<file path="config.mk">
export PLATFORM = sky130hd
export DESIGN_NAME = sliding_window_mean_median_unit
export DESIGN_NICKNAME = d
export VERILOG_FILES = /design/src/rtl/swmm_pkg.sv /design/src/rtl/swmm_window.sv /design/src/rtl/swmm_mean.sv /design/src/rtl/swmm_median.sv /design/src/rtl/sliding_window_mean_median_unit.sv
export SDC_FILE = /design/constraint.sdc
export NUM_CORES = 1
export LEC_CHECK = 0
export BUFFER_PORTS_ARGS = -buffer_cell sky130_fd_sc_hd__buf_2
export CAP_MARGIN = 20
export CORE_UTILIZATION = 55
export CTS_CLUSTER_DIAMETER = 80
export CTS_CLUSTER_SIZE = 40
export DETAILED_ROUTE_END_ITERATION = 10
export GPL_TIMING_DRIVEN = 0
export PLACE_DENSITY_LB_ADDON = 0.08
export SYNTH_ARGS = -nofsm -noshare
export SYNTH_HDL_FRONTEND = slang
export SYNTH_HIERARCHICAL = 1
export SYNTH_SLANG_ARGS = --single-unit
</file>
<file path="constraint.sdc">
create_clock -name clk_i -period 6.9 [get_ports clk_i]
set_clock_uncertainty 0.2 [all_clocks]
set_input_delay 0.345 -clock clk_i [delete_from_list [all_inputs] [get_ports clk_i]]
set_output_delay 0.345 -clock clk_i [all_outputs]
set_load 0.05 [all_outputs]
</file>
<file path="src/rtl/swmm_pkg.sv">
// ----------------------------------------------------------------------------
// swmm_pkg
// Shared widths and constants of the sliding-window mean and median unit.
// ----------------------------------------------------------------------------
package swmm_pkg;

  // Width of one distance sample and of each result field
  localparam int SAMPLE_W = 16;

  // Width of the running window sum (holds 32 * 65535)
  localparam int SUM_W = 22;

  // Default window depth and its allowed upper limit
  localparam int WINDOW_SIZE_DEF = 8;
  localparam int WINDOW_SIZE_MAX = 32;

  // Fraction bits of the reciprocal used for the mean; exact for every sum
  // below 2^21 and every window depth up to the limit
  localparam int RECIP_SHIFT = 27;

  // One distance sample or one result field
  typedef logic [SAMPLE_W-1:0] sample_t;

endpackage

</file>
<file path="src/rtl/swmm_window.sv">
// ----------------------------------------------------------------------------
// swmm_window
// Shift-register window of the most recent samples with a running sum.
// ----------------------------------------------------------------------------
module swmm_window #(
  parameter int WINDOW_SIZE = swmm_pkg::WINDOW_SIZE_DEF
) (
  input  logic                                        clk_i,
  input  logic                                        rst_ni,
  input  logic                                        shift_i,
  input  swmm_pkg::sample_t                           sample_i,
  output logic [WINDOW_SIZE-1:0][swmm_pkg::SAMPLE_W-1:0] window_o,
  output logic [swmm_pkg::SUM_W-1:0]                  sum_o
);
  import swmm_pkg::*;

  logic [WINDOW_SIZE-1:0][SAMPLE_W-1:0] window_q, window_d;
  logic [SUM_W-1:0]                     sum_q, sum_d;

  // Drop the oldest sample, append the newest, and track the sum
  always_comb begin
    window_d = window_q;
    sum_d    = sum_q;
    if (shift_i) begin
      for (int i = 0; i < WINDOW_SIZE - 1; i++) begin
        window_d[i] = window_q[i+1];
      end
      window_d[WINDOW_SIZE-1] = sample_i;
      sum_d = sum_q + SUM_W'(sample_i) - SUM_W'(window_q[0]);
    end
  end

  // Hold the window and sum; reset clears both to zero
  always_ff @(posedge clk_i or negedge rst_ni) begin
    if (!rst_ni) begin
      window_q <= '0;
      sum_q    <= '0;
    end else begin
      window_q <= window_d;
      sum_q    <= sum_d;
    end
  end

  assign window_o = window_q;
  assign sum_o    = sum_q;

endmodule

</file>
<file path="src/rtl/swmm_mean.sv">
// ----------------------------------------------------------------------------
// swmm_mean
// Truncated mean of the window: sum times a fixed-point reciprocal.
// ----------------------------------------------------------------------------
module swmm_mean #(
  parameter int WINDOW_SIZE = swmm_pkg::WINDOW_SIZE_DEF
) (
  input  logic [swmm_pkg::SUM_W-1:0] sum_i,
  output swmm_pkg::sample_t          mean_o
);
  import swmm_pkg::*;

  // Rounded-up reciprocal; its error times the largest sum stays below one ulp
  localparam int  RECIP_W = RECIP_SHIFT + 1;
  localparam int  RECIP   = ((1 << RECIP_SHIFT) + WINDOW_SIZE - 1) / WINDOW_SIZE;
  localparam int  PROD_W  = SUM_W + RECIP_W;

  logic [PROD_W-1:0] product;

  // Scale the sum and keep the integer part
  assign product = PROD_W'(sum_i) * PROD_W'(RECIP_W'(RECIP));
  assign mean_o  = product[RECIP_SHIFT +: SAMPLE_W];

endmodule

</file>
<file path="src/rtl/swmm_median.sv">
// ----------------------------------------------------------------------------
// swmm_median
// Parallel rank compare over the window; picks the element of middle rank.
// ----------------------------------------------------------------------------
module swmm_median #(
  parameter int WINDOW_SIZE = swmm_pkg::WINDOW_SIZE_DEF
) (
  input  logic [WINDOW_SIZE-1:0][swmm_pkg::SAMPLE_W-1:0] window_i,
  output swmm_pkg::sample_t                              median_o
);
  import swmm_pkg::*;

  localparam int RANK_W = $clog2(WINDOW_SIZE + 1);
  localparam int MID    = WINDOW_SIZE / 2;

  logic [RANK_W-1:0] rank [WINDOW_SIZE];

  // Count the elements ordered ahead of each one; ties break by position
  always_comb begin
    for (int i = 0; i < WINDOW_SIZE; i++) begin
      rank[i] = '0;
      for (int j = 0; j < WINDOW_SIZE; j++) begin
        if ((window_i[j] < window_i[i]) || ((window_i[j] == window_i[i]) && (j < i))) begin
          rank[i] = rank[i] + RANK_W'(1);
        end
      end
    end
  end

  // Exactly one element holds the middle rank; merge it out
  always_comb begin
    median_o = '0;
    for (int i = 0; i < WINDOW_SIZE; i++) begin
      if (rank[i] == RANK_W'(MID)) begin
        median_o = median_o | window_i[i];
      end
    end
  end

endmodule

</file>
<file path="src/rtl/sliding_window_mean_median_unit.sv">
// ----------------------------------------------------------------------------
// sliding_window_mean_median_unit
// Moving average and running median over the last WINDOW_SIZE samples.
// ----------------------------------------------------------------------------
// Each accepted word carries one 16-bit distance sample. The sample is shifted
// into a window of the WINDOW_SIZE most recent samples (all zero after reset,
// and those zeros count until shifted out), and one result word follows per
// sample: the truncated mean and the median, the sorted element at index
// WINDOW_SIZE/2. The unit takes one sample every clock cycle unless stalled. The
// accepting edge shifts the window and updates the running sum; in the
// following cycle the mean comes from a reciprocal multiply and the median
// from a parallel rank compare of all window elements, and the edge at which
// the window stage advances loads the output register. The input stalls only
// while both the window stage and the output register hold words and the
// output is stalled.
module sliding_window_mean_median_unit #(
  parameter int WINDOW_SIZE = swmm_pkg::WINDOW_SIZE_DEF
) (
  input  logic                          clk_i,
  input  logic                          rst_ni,
  input  logic                          s_axis_tvalid_i,
  output logic                          s_axis_tready_o,
  input  logic [swmm_pkg::SAMPLE_W-1:0] s_axis_tdata_i,   // [15:0] sample_mm
  output logic                          m_axis_tvalid_o,
  input  logic                          m_axis_tready_i,
  output logic [2*swmm_pkg::SAMPLE_W-1:0] m_axis_tdata_o  // [15:0] mean_mm,
                                                          // [31:16] median_mm
);
  import swmm_pkg::*;

  logic                                 stage_valid_q, stage_valid_d;
  logic                                 out_valid_q, out_valid_d;
  sample_t                              mean_q, median_q;
  logic                                 out_ready;
  logic                                 accept;
  logic                                 advance;
  logic [WINDOW_SIZE-1:0][SAMPLE_W-1:0] window;
  logic [SUM_W-1:0]                     sum;
  sample_t                              mean;
  sample_t                              median;

  // Handshake: output register frees when empty or taken
  assign out_ready       = !out_valid_q || m_axis_tready_i;
  assign s_axis_tready_o = !stage_valid_q || out_ready;
  assign accept          = s_axis_tvalid_i && s_axis_tready_o;
  assign advance         = stage_valid_q && out_ready;

  swmm_window #(
    .WINDOW_SIZE(WINDOW_SIZE)
  ) u_window (
    .clk_i    (clk_i),
    .rst_ni   (rst_ni),
    .shift_i  (accept),
    .sample_i (s_axis_tdata_i),
    .window_o (window),
    .sum_o    (sum)
  );

  swmm_mean #(
    .WINDOW_SIZE(WINDOW_SIZE)
  ) u_mean (
    .sum_i  (sum),
    .mean_o (mean)
  );

  swmm_median #(
    .WINDOW_SIZE(WINDOW_SIZE)
  ) u_median (
    .window_i (window),
    .median_o (median)
  );

  // Track occupancy of the window stage and the output register
  always_comb begin
    stage_valid_d = stage_valid_q;
    if (accept) begin
      stage_valid_d = 1'b1;
    end else if (advance) begin
      stage_valid_d = 1'b0;
    end
    out_valid_d = out_valid_q;
    if (advance) begin
      out_valid_d = 1'b1;
    end else if (m_axis_tready_i) begin
      out_valid_d = 1'b0;
    end
  end

  always_ff @(posedge clk_i or negedge rst_ni) begin
    if (!rst_ni) begin
      stage_valid_q <= 1'b0;
      out_valid_q   <= 1'b0;
    end else begin
      stage_valid_q <= stage_valid_d;
      out_valid_q   <= out_valid_d;
    end
  end

  // Load the result word when the window stage advances
  always_ff @(posedge clk_i) begin
    if (advance) begin
      mean_q   <= mean;
      median_q <= median;
    end
  end

  assign m_axis_tvalid_o = out_valid_q;
  assign m_axis_tdata_o  = {median_q, mean_q};

endmodule

</file>
==> results of run 1 <==
==> per-stage QoR <==
| stage | setup TNS [ns] | instance area, um2 | std cells | setup slack [ns] | hold slack (ns) |
|---|---|---|---|---|---|
| after detailed placement | -23.98 | 23700 | 3029 | -1.62 | 0.0932 |
| final | -0.490 | 26900 | 3239 | -0.0848 | 0.128 |
| after floorplan | 0 | 22700 | 2442 | 0.126 | -0.151 |
| after global placement | -22.55 | 23600 | 3027 | -1.55 | 0.300 |
| after CTS | -0.00383 | 26000 | 3178 | -0.00383 | 0.135 |
| after global routing | -3.12 | 26900 | 3239 | -0.294 | 0.163 |
==> final cells by class <==
class / count / area, um2
Timing Repair Buffer: 234 / 1780
Clock inverter: 13 / 158
Clock buffer: 19 / 453
Tap cell: 532 / 666
Multi-Input combinational cell: 1953 / 17700
Buffer: 61 / 374
Sequential cell: 181 / 4800
Fill cell: 3317 / 13900
Inverter: 246 / 953
==> state kept, by name (all words and copies together), names as in the netlist <==
signal and count:
m_axis_tvalid_o 1, u_window/window_o 128, mean_q 16, stage_valid_q 1, u_window/sum_o 19, median_q 16
==> worst max-delay path, delay by kind of cell, from the launching register on <==
family                   cells  cell delay [ns]
AO/OA/AOI/OAI               11             2.04
buffers and inverters        4             0.50
XOR/XNOR                     1             0.26
AND/OR/NAND/NOR             11             1.64
adder cells (fa/ha/maj)      6             1.57
flip-flops                   1             0.47
==> worst paths after layout <==
check / to / slack (ns) / startpoint
max in group asynchronous: u_window/window_o[67] / 5.38 / rst_ni
hold reg to reg: u_window/sum_o[6] / 0.32 / u_window/sum_o[6]
min in group clk_i: u_window/sum_o[6] / 0.32 / u_window/sum_o[6]
setup / recovery: median_q[2] / -0.08 / u_window/window_o[31]
hold / removal: u_window/window_o[10] / 0.13 / rst_ni
setup reg to reg: median_q[2] / -0.08 / u_window/window_o[31]
==> routing by layer <==
layer	routed length, um	GRT usage [%]	share of wire, %
met5	0	0	0
met1	34300	50.3	40
met4	5360	26.2	6.3
met3	6340	7.02	7.4
met2	39300	65.4	46
==> repair_timing <==
item / 4_1_cts / 5_1_grt
setup endpoints to repair: 16 / 16
hold endpoints to repair: 65 / 0
gates resized for setup: 198 / 102
hold buffers: 20 / 0
gates cloned: 0 / 1
pin swaps: 38 / 45
setup buffers: 98 / 58
==> cells in the final DEF, fill, tap and decap left out, types with 31 or more instances in the layout <==
| cell | n |
|---|---|
| edfxtp_1 | 32 |
| dfrtp_2 | 75 |
| inv_1 | 214 |
| nand4_1 | 91 |
| o21ai_0 | 74 |
| dfrtp_1 | 70 |
| mux2_2 | 136 |
| nor2_1 | 82 |
| nor3_1 | 33 |
| a21o_1 | 46 |
| o211ai_1 | 31 |
| a21oi_1 | 174 |
| nand3_1 | 65 |
| nand2_1 | 131 |
| ha_1 | 499 |
| buf_2 | 59 |
| buf_4 | 166 |
==> results_dict.tcl, run 1 <==
set metrics [dict create \
    overflow 0 \
    ys_warn_count 6 \
    max_freq_ghz 0.143 \
    slew_headroom_pct 19.8 \
    vias_per_cell 6.64 \
    violations "setup timing" \
    drt_iter0_drc 1957 \
    grt_max_degree 103 \
    drv_cap 0 \
    track_usage_pct 40.6 \
    period_minus_slack_ns 6.98 \
    clockRootBuffer "clkbuf_16" \
    die_w_um 205 \
    cts_tree "done" \
    detail-route-antenna-nets 0 \
    slowest_delay_ns 0.53 \
    place.gp.congestion 0.984 \
    synth_nets 2992 \
    fin_crit_sh_pct 101 \
    crit_fanout 6 \
    status "finished with violations" \
    clock_latency_ns 0.51 \
    clk_pin_slew_ns 0.08 \
    fin_nets 3244 \
    slowest_stage "or4_4" \
    num_rows 74 \
    vias 21514 \
    io_buffers 53 \
    worst_pin_slew_ns 1.20 \
    clock_path_buffers 2 \
    rsz0062_at_grt "yes" \
    path_class "reg -> reg" \
    post_drt_wl_per_cell_um 26.3 \
    dp_hpwl_mm 65.6 \
    finalHoldViolations 0 \
    drt_pass1_iterations 7 \
    slew_violations 0 \
    min_path_type "in -> async" \
    syn-cell-area_um2 22700 \
    drc 0 \
    syn_inst 2442 \
    setup_viol 12 \
    die-area_um2 42100 \
    htree_levels 4 \
    setup_slack_ns -0.0848 \
    synth.avg_cell_area_um2 9.30 \
    worstSetupEndpointType "flop" \
    pin_count 54 \
    worstRegToRegCells 33 \
    worst_setup_path_start_kind "flop" \
    antenna_found_initial 0 \
    drt_wl_total_mm 85.3 \
    cp_data_required_time_ns 6.92 \
    grt_pass1_vias 20357 \
    drive_above_1_share_pct 26.4 \
    grt_pass1_wl_mm 124 \
    cts_made_buffers 17 \
    crit_arrival_ns 7.00 \
    clkSinkCount 181 \
    die_h_um 205 \
    crit_top_cell "ha_4" \
    final_util_pct 65.9 \
    core_area_um2 40700 \
    diodes 0 \
    initial_core_util_pct 55.8 \
    area_growth_pct 18.2 \
]
Power of run 1 is left out: the tool's default activity adds up to more than one toggle a clock period on the data nets, which glitch-free logic cannot reach.
==> run 2: changes to the inputs <==
--- a/config.mk
+++ b/config.mk
@@ -13,6 +13,7 @@
 export DETAILED_ROUTE_END_ITERATION = 10
 export GPL_TIMING_DRIVEN = 0
 export PLACE_DENSITY_LB_ADDON = 0.08
+export REMOVE_ABC_BUFFERS = 1
 export SYNTH_ARGS = -nofsm -noshare
 export SYNTH_HDL_FRONTEND = slang
 export SYNTH_HIERARCHICAL = 1
==> run 2 against run 1 <==
Net effect:
- the flow still finishes with violations (setup timing)
- critical path depth stayed put
- critical path type unchanged
- via count down 2.3%
- wire length is 1.4% lower
- non-clock buffer count fell by 113
- utilization is 2.0 points lower
- flip-flop and latch count stayed put
- die area did not move
==> results_dict.tcl, run 2 (synthesized netlist as in run 1, its figures left out) <==
set metrics [dict create \
    post_drt_wl_per_cell_um 26.9 \
    clkSinkCount 181 \
    drc 0 \
    setup_slack_ns -0.359 \
    final_cell_mix "ha_1 (505), inv_1 (229), a21oi_1 (174)" \
    drt_wl_total_mm 84.1 \
    place.gp.congestion 1.03 \
    cts_tree "done" \
    io_buffers 53 \
    vias_per_cell 6.73 \
    timing.setup.tns_ns -4.79 \
    initial_core_util_pct 55.8 \
    worstRegToRegCells 33 \
    area_growth_pct 14.6 \
    r2r-start "u_window/window_o[28]" \
    violations "setup timing" \
    fin_crit_sh_pct 105 \
    slew_headroom_pct 26.2 \
    final_common_cell "ha_1" \
    die_w_um 205 \
    crit_arrival_ns 7.26 \
    rsz0062_at_grt "yes" \
    finalHoldViolations 0 \
    largest_reg_flops 128 \
    crit_fanout 6 \
    htree_levels 4 \
    die-area_um2 42100 \
    min_path_type "reg -> reg" \
    r2r_setup_slack_ns -0.36 \
    grt_max_degree 83 \
    worstSetupEndpointType "flop" \
    crit_start "u_window/window_o[28]" \
    clk_pin_slew_ns 0.07 \
    setup_viol 16 \
    slowest_delay_ns 0.59 \
    detail-route-antenna-nets 0 \
    whs_ns 0.251 \
    drt_pass1_iterations 8 \
    worst_setup_path_start_kind "flop" \
    final_util_pct 63.9 \
    track_usage_pct 40.1 \
    status "finished with violations" \
    path_depth 33 \
    clockRootBuffer "clkbuf_16" \
    endpoint "median_q[4]" \
    grt_pass1_vias 19844 \
    slew_violations 0 \
    max_freq_ghz 0.138 \
    crit_top_cell "ha_4" \
    overflow 0 \
    cts_made_buffers 17 \
    clock_latency_ns 0.49 \
    dp_hpwl_mm 63.9 \
    num_rows 74 \
    r2r_end "median_q[4]" \
    pin_count 54 \
    drt_iter0_drc 2227 \
    fin_nets 3131 \
    diodes 0 \
    antenna_found_initial 2 \
    vias 21026 \
    drv_cap 0 \
    core_area_um2 40700 \
    cp_data_required_time_ns 6.90 \
    period_minus_slack_ns 7.26 \
    grt_pass1_wl_mm 124 \
    clock_path_buffers 2 \
    fillers 3415 \
    drive_above_1_share_pct 21.1 \
    worst_pin_slew_ns 1.10 \
    path_class "reg -> reg" \
    die_h_um 205 \
    crit_family "compound AO/OA/AOI/OAI gates" \
    critPathBufInv 4 \
    slowest_stage "or4_4" \
]
[run 2: changes by cell type in the layout (fill, tap and decap cells not counted), sizes merged]
cell,change
clkinvlp,+4
clkinv,-4
buf,-82
clkbuf,-30
inv,-1
[run 2: per-stage QoR]
stage / instance area (um2) / cells / setup WS, ns
after global routing: 26000 / 3126 / -0.513
after detailed placement: 23500 / 2976 / -1.84
final: 26000 / 3126 / -0.359
after global placement: 23300 / 2965 / -2.64
after floorplan: 22400 / 2380 / -0.0126
after CTS: 25500 / 3095 / -0.288
[run 2: area by class of cell]
cell class,count,area [um2],share of cell area (%)
inverters,246,945,3.63
well taps,532,666,2.56
clock inverters,12,115,0.442
clock buffers,20,467,1.79
multi-input cells,1953,17500,67.4
repair buffers,182,1540,5.93
flip-flops and latches,181,4750,18.3
[run 2: worst min path at each step]
stage	cells past startpoint	start	slack, ns	endpoint
2_1_floorplan	0	rst_ni	-0.15	m_axis_tvalid_o
3_3_place_gp	0	u_window/sum_o[5]	0.23	mean_q[2]
3_5_place_dp	1	rst_ni	0.21	u_window/window_o[112]
4_1_cts	2	rst_ni	0.25	u_window/window_o[112]
5_1_grt	0	u_window/sum_o[3]	0.26	mean_q[0]
6_report	0	u_window/sum_o[18]	0.25	mean_q[15]
[run 2: layer usage]
layer	GRT usage (%)	part of all wire [%]	up-vias
met5	0	0.015	-
met4	24.7	6.5	2
met3	8.20	9.4	237
met2	59.7	42	950
met1	53.1	42	10252
li1	-	-	9585
[run 2: what timing repair did]
action,CTS,global route
endpoints found under the hold margin,85,0
setup buffers,66,32
pin swaps,35,38
resized for setup,132,59
endpoints found under the setup margin,16,16
cloned,1,0
hold buffers,20,0
[run 2: worst register-to-register path, delay by kind of cell, from the launching register on]
kind	cells	cell delay, ns
compound gates	11	2.15
simple gates	11	1.83
flops	1	0.51
xor+xnor	1	0.28
fa+ha+maj	6	1.46
buf+inv	4	0.53
Power of run 2 is left out for the same reason.
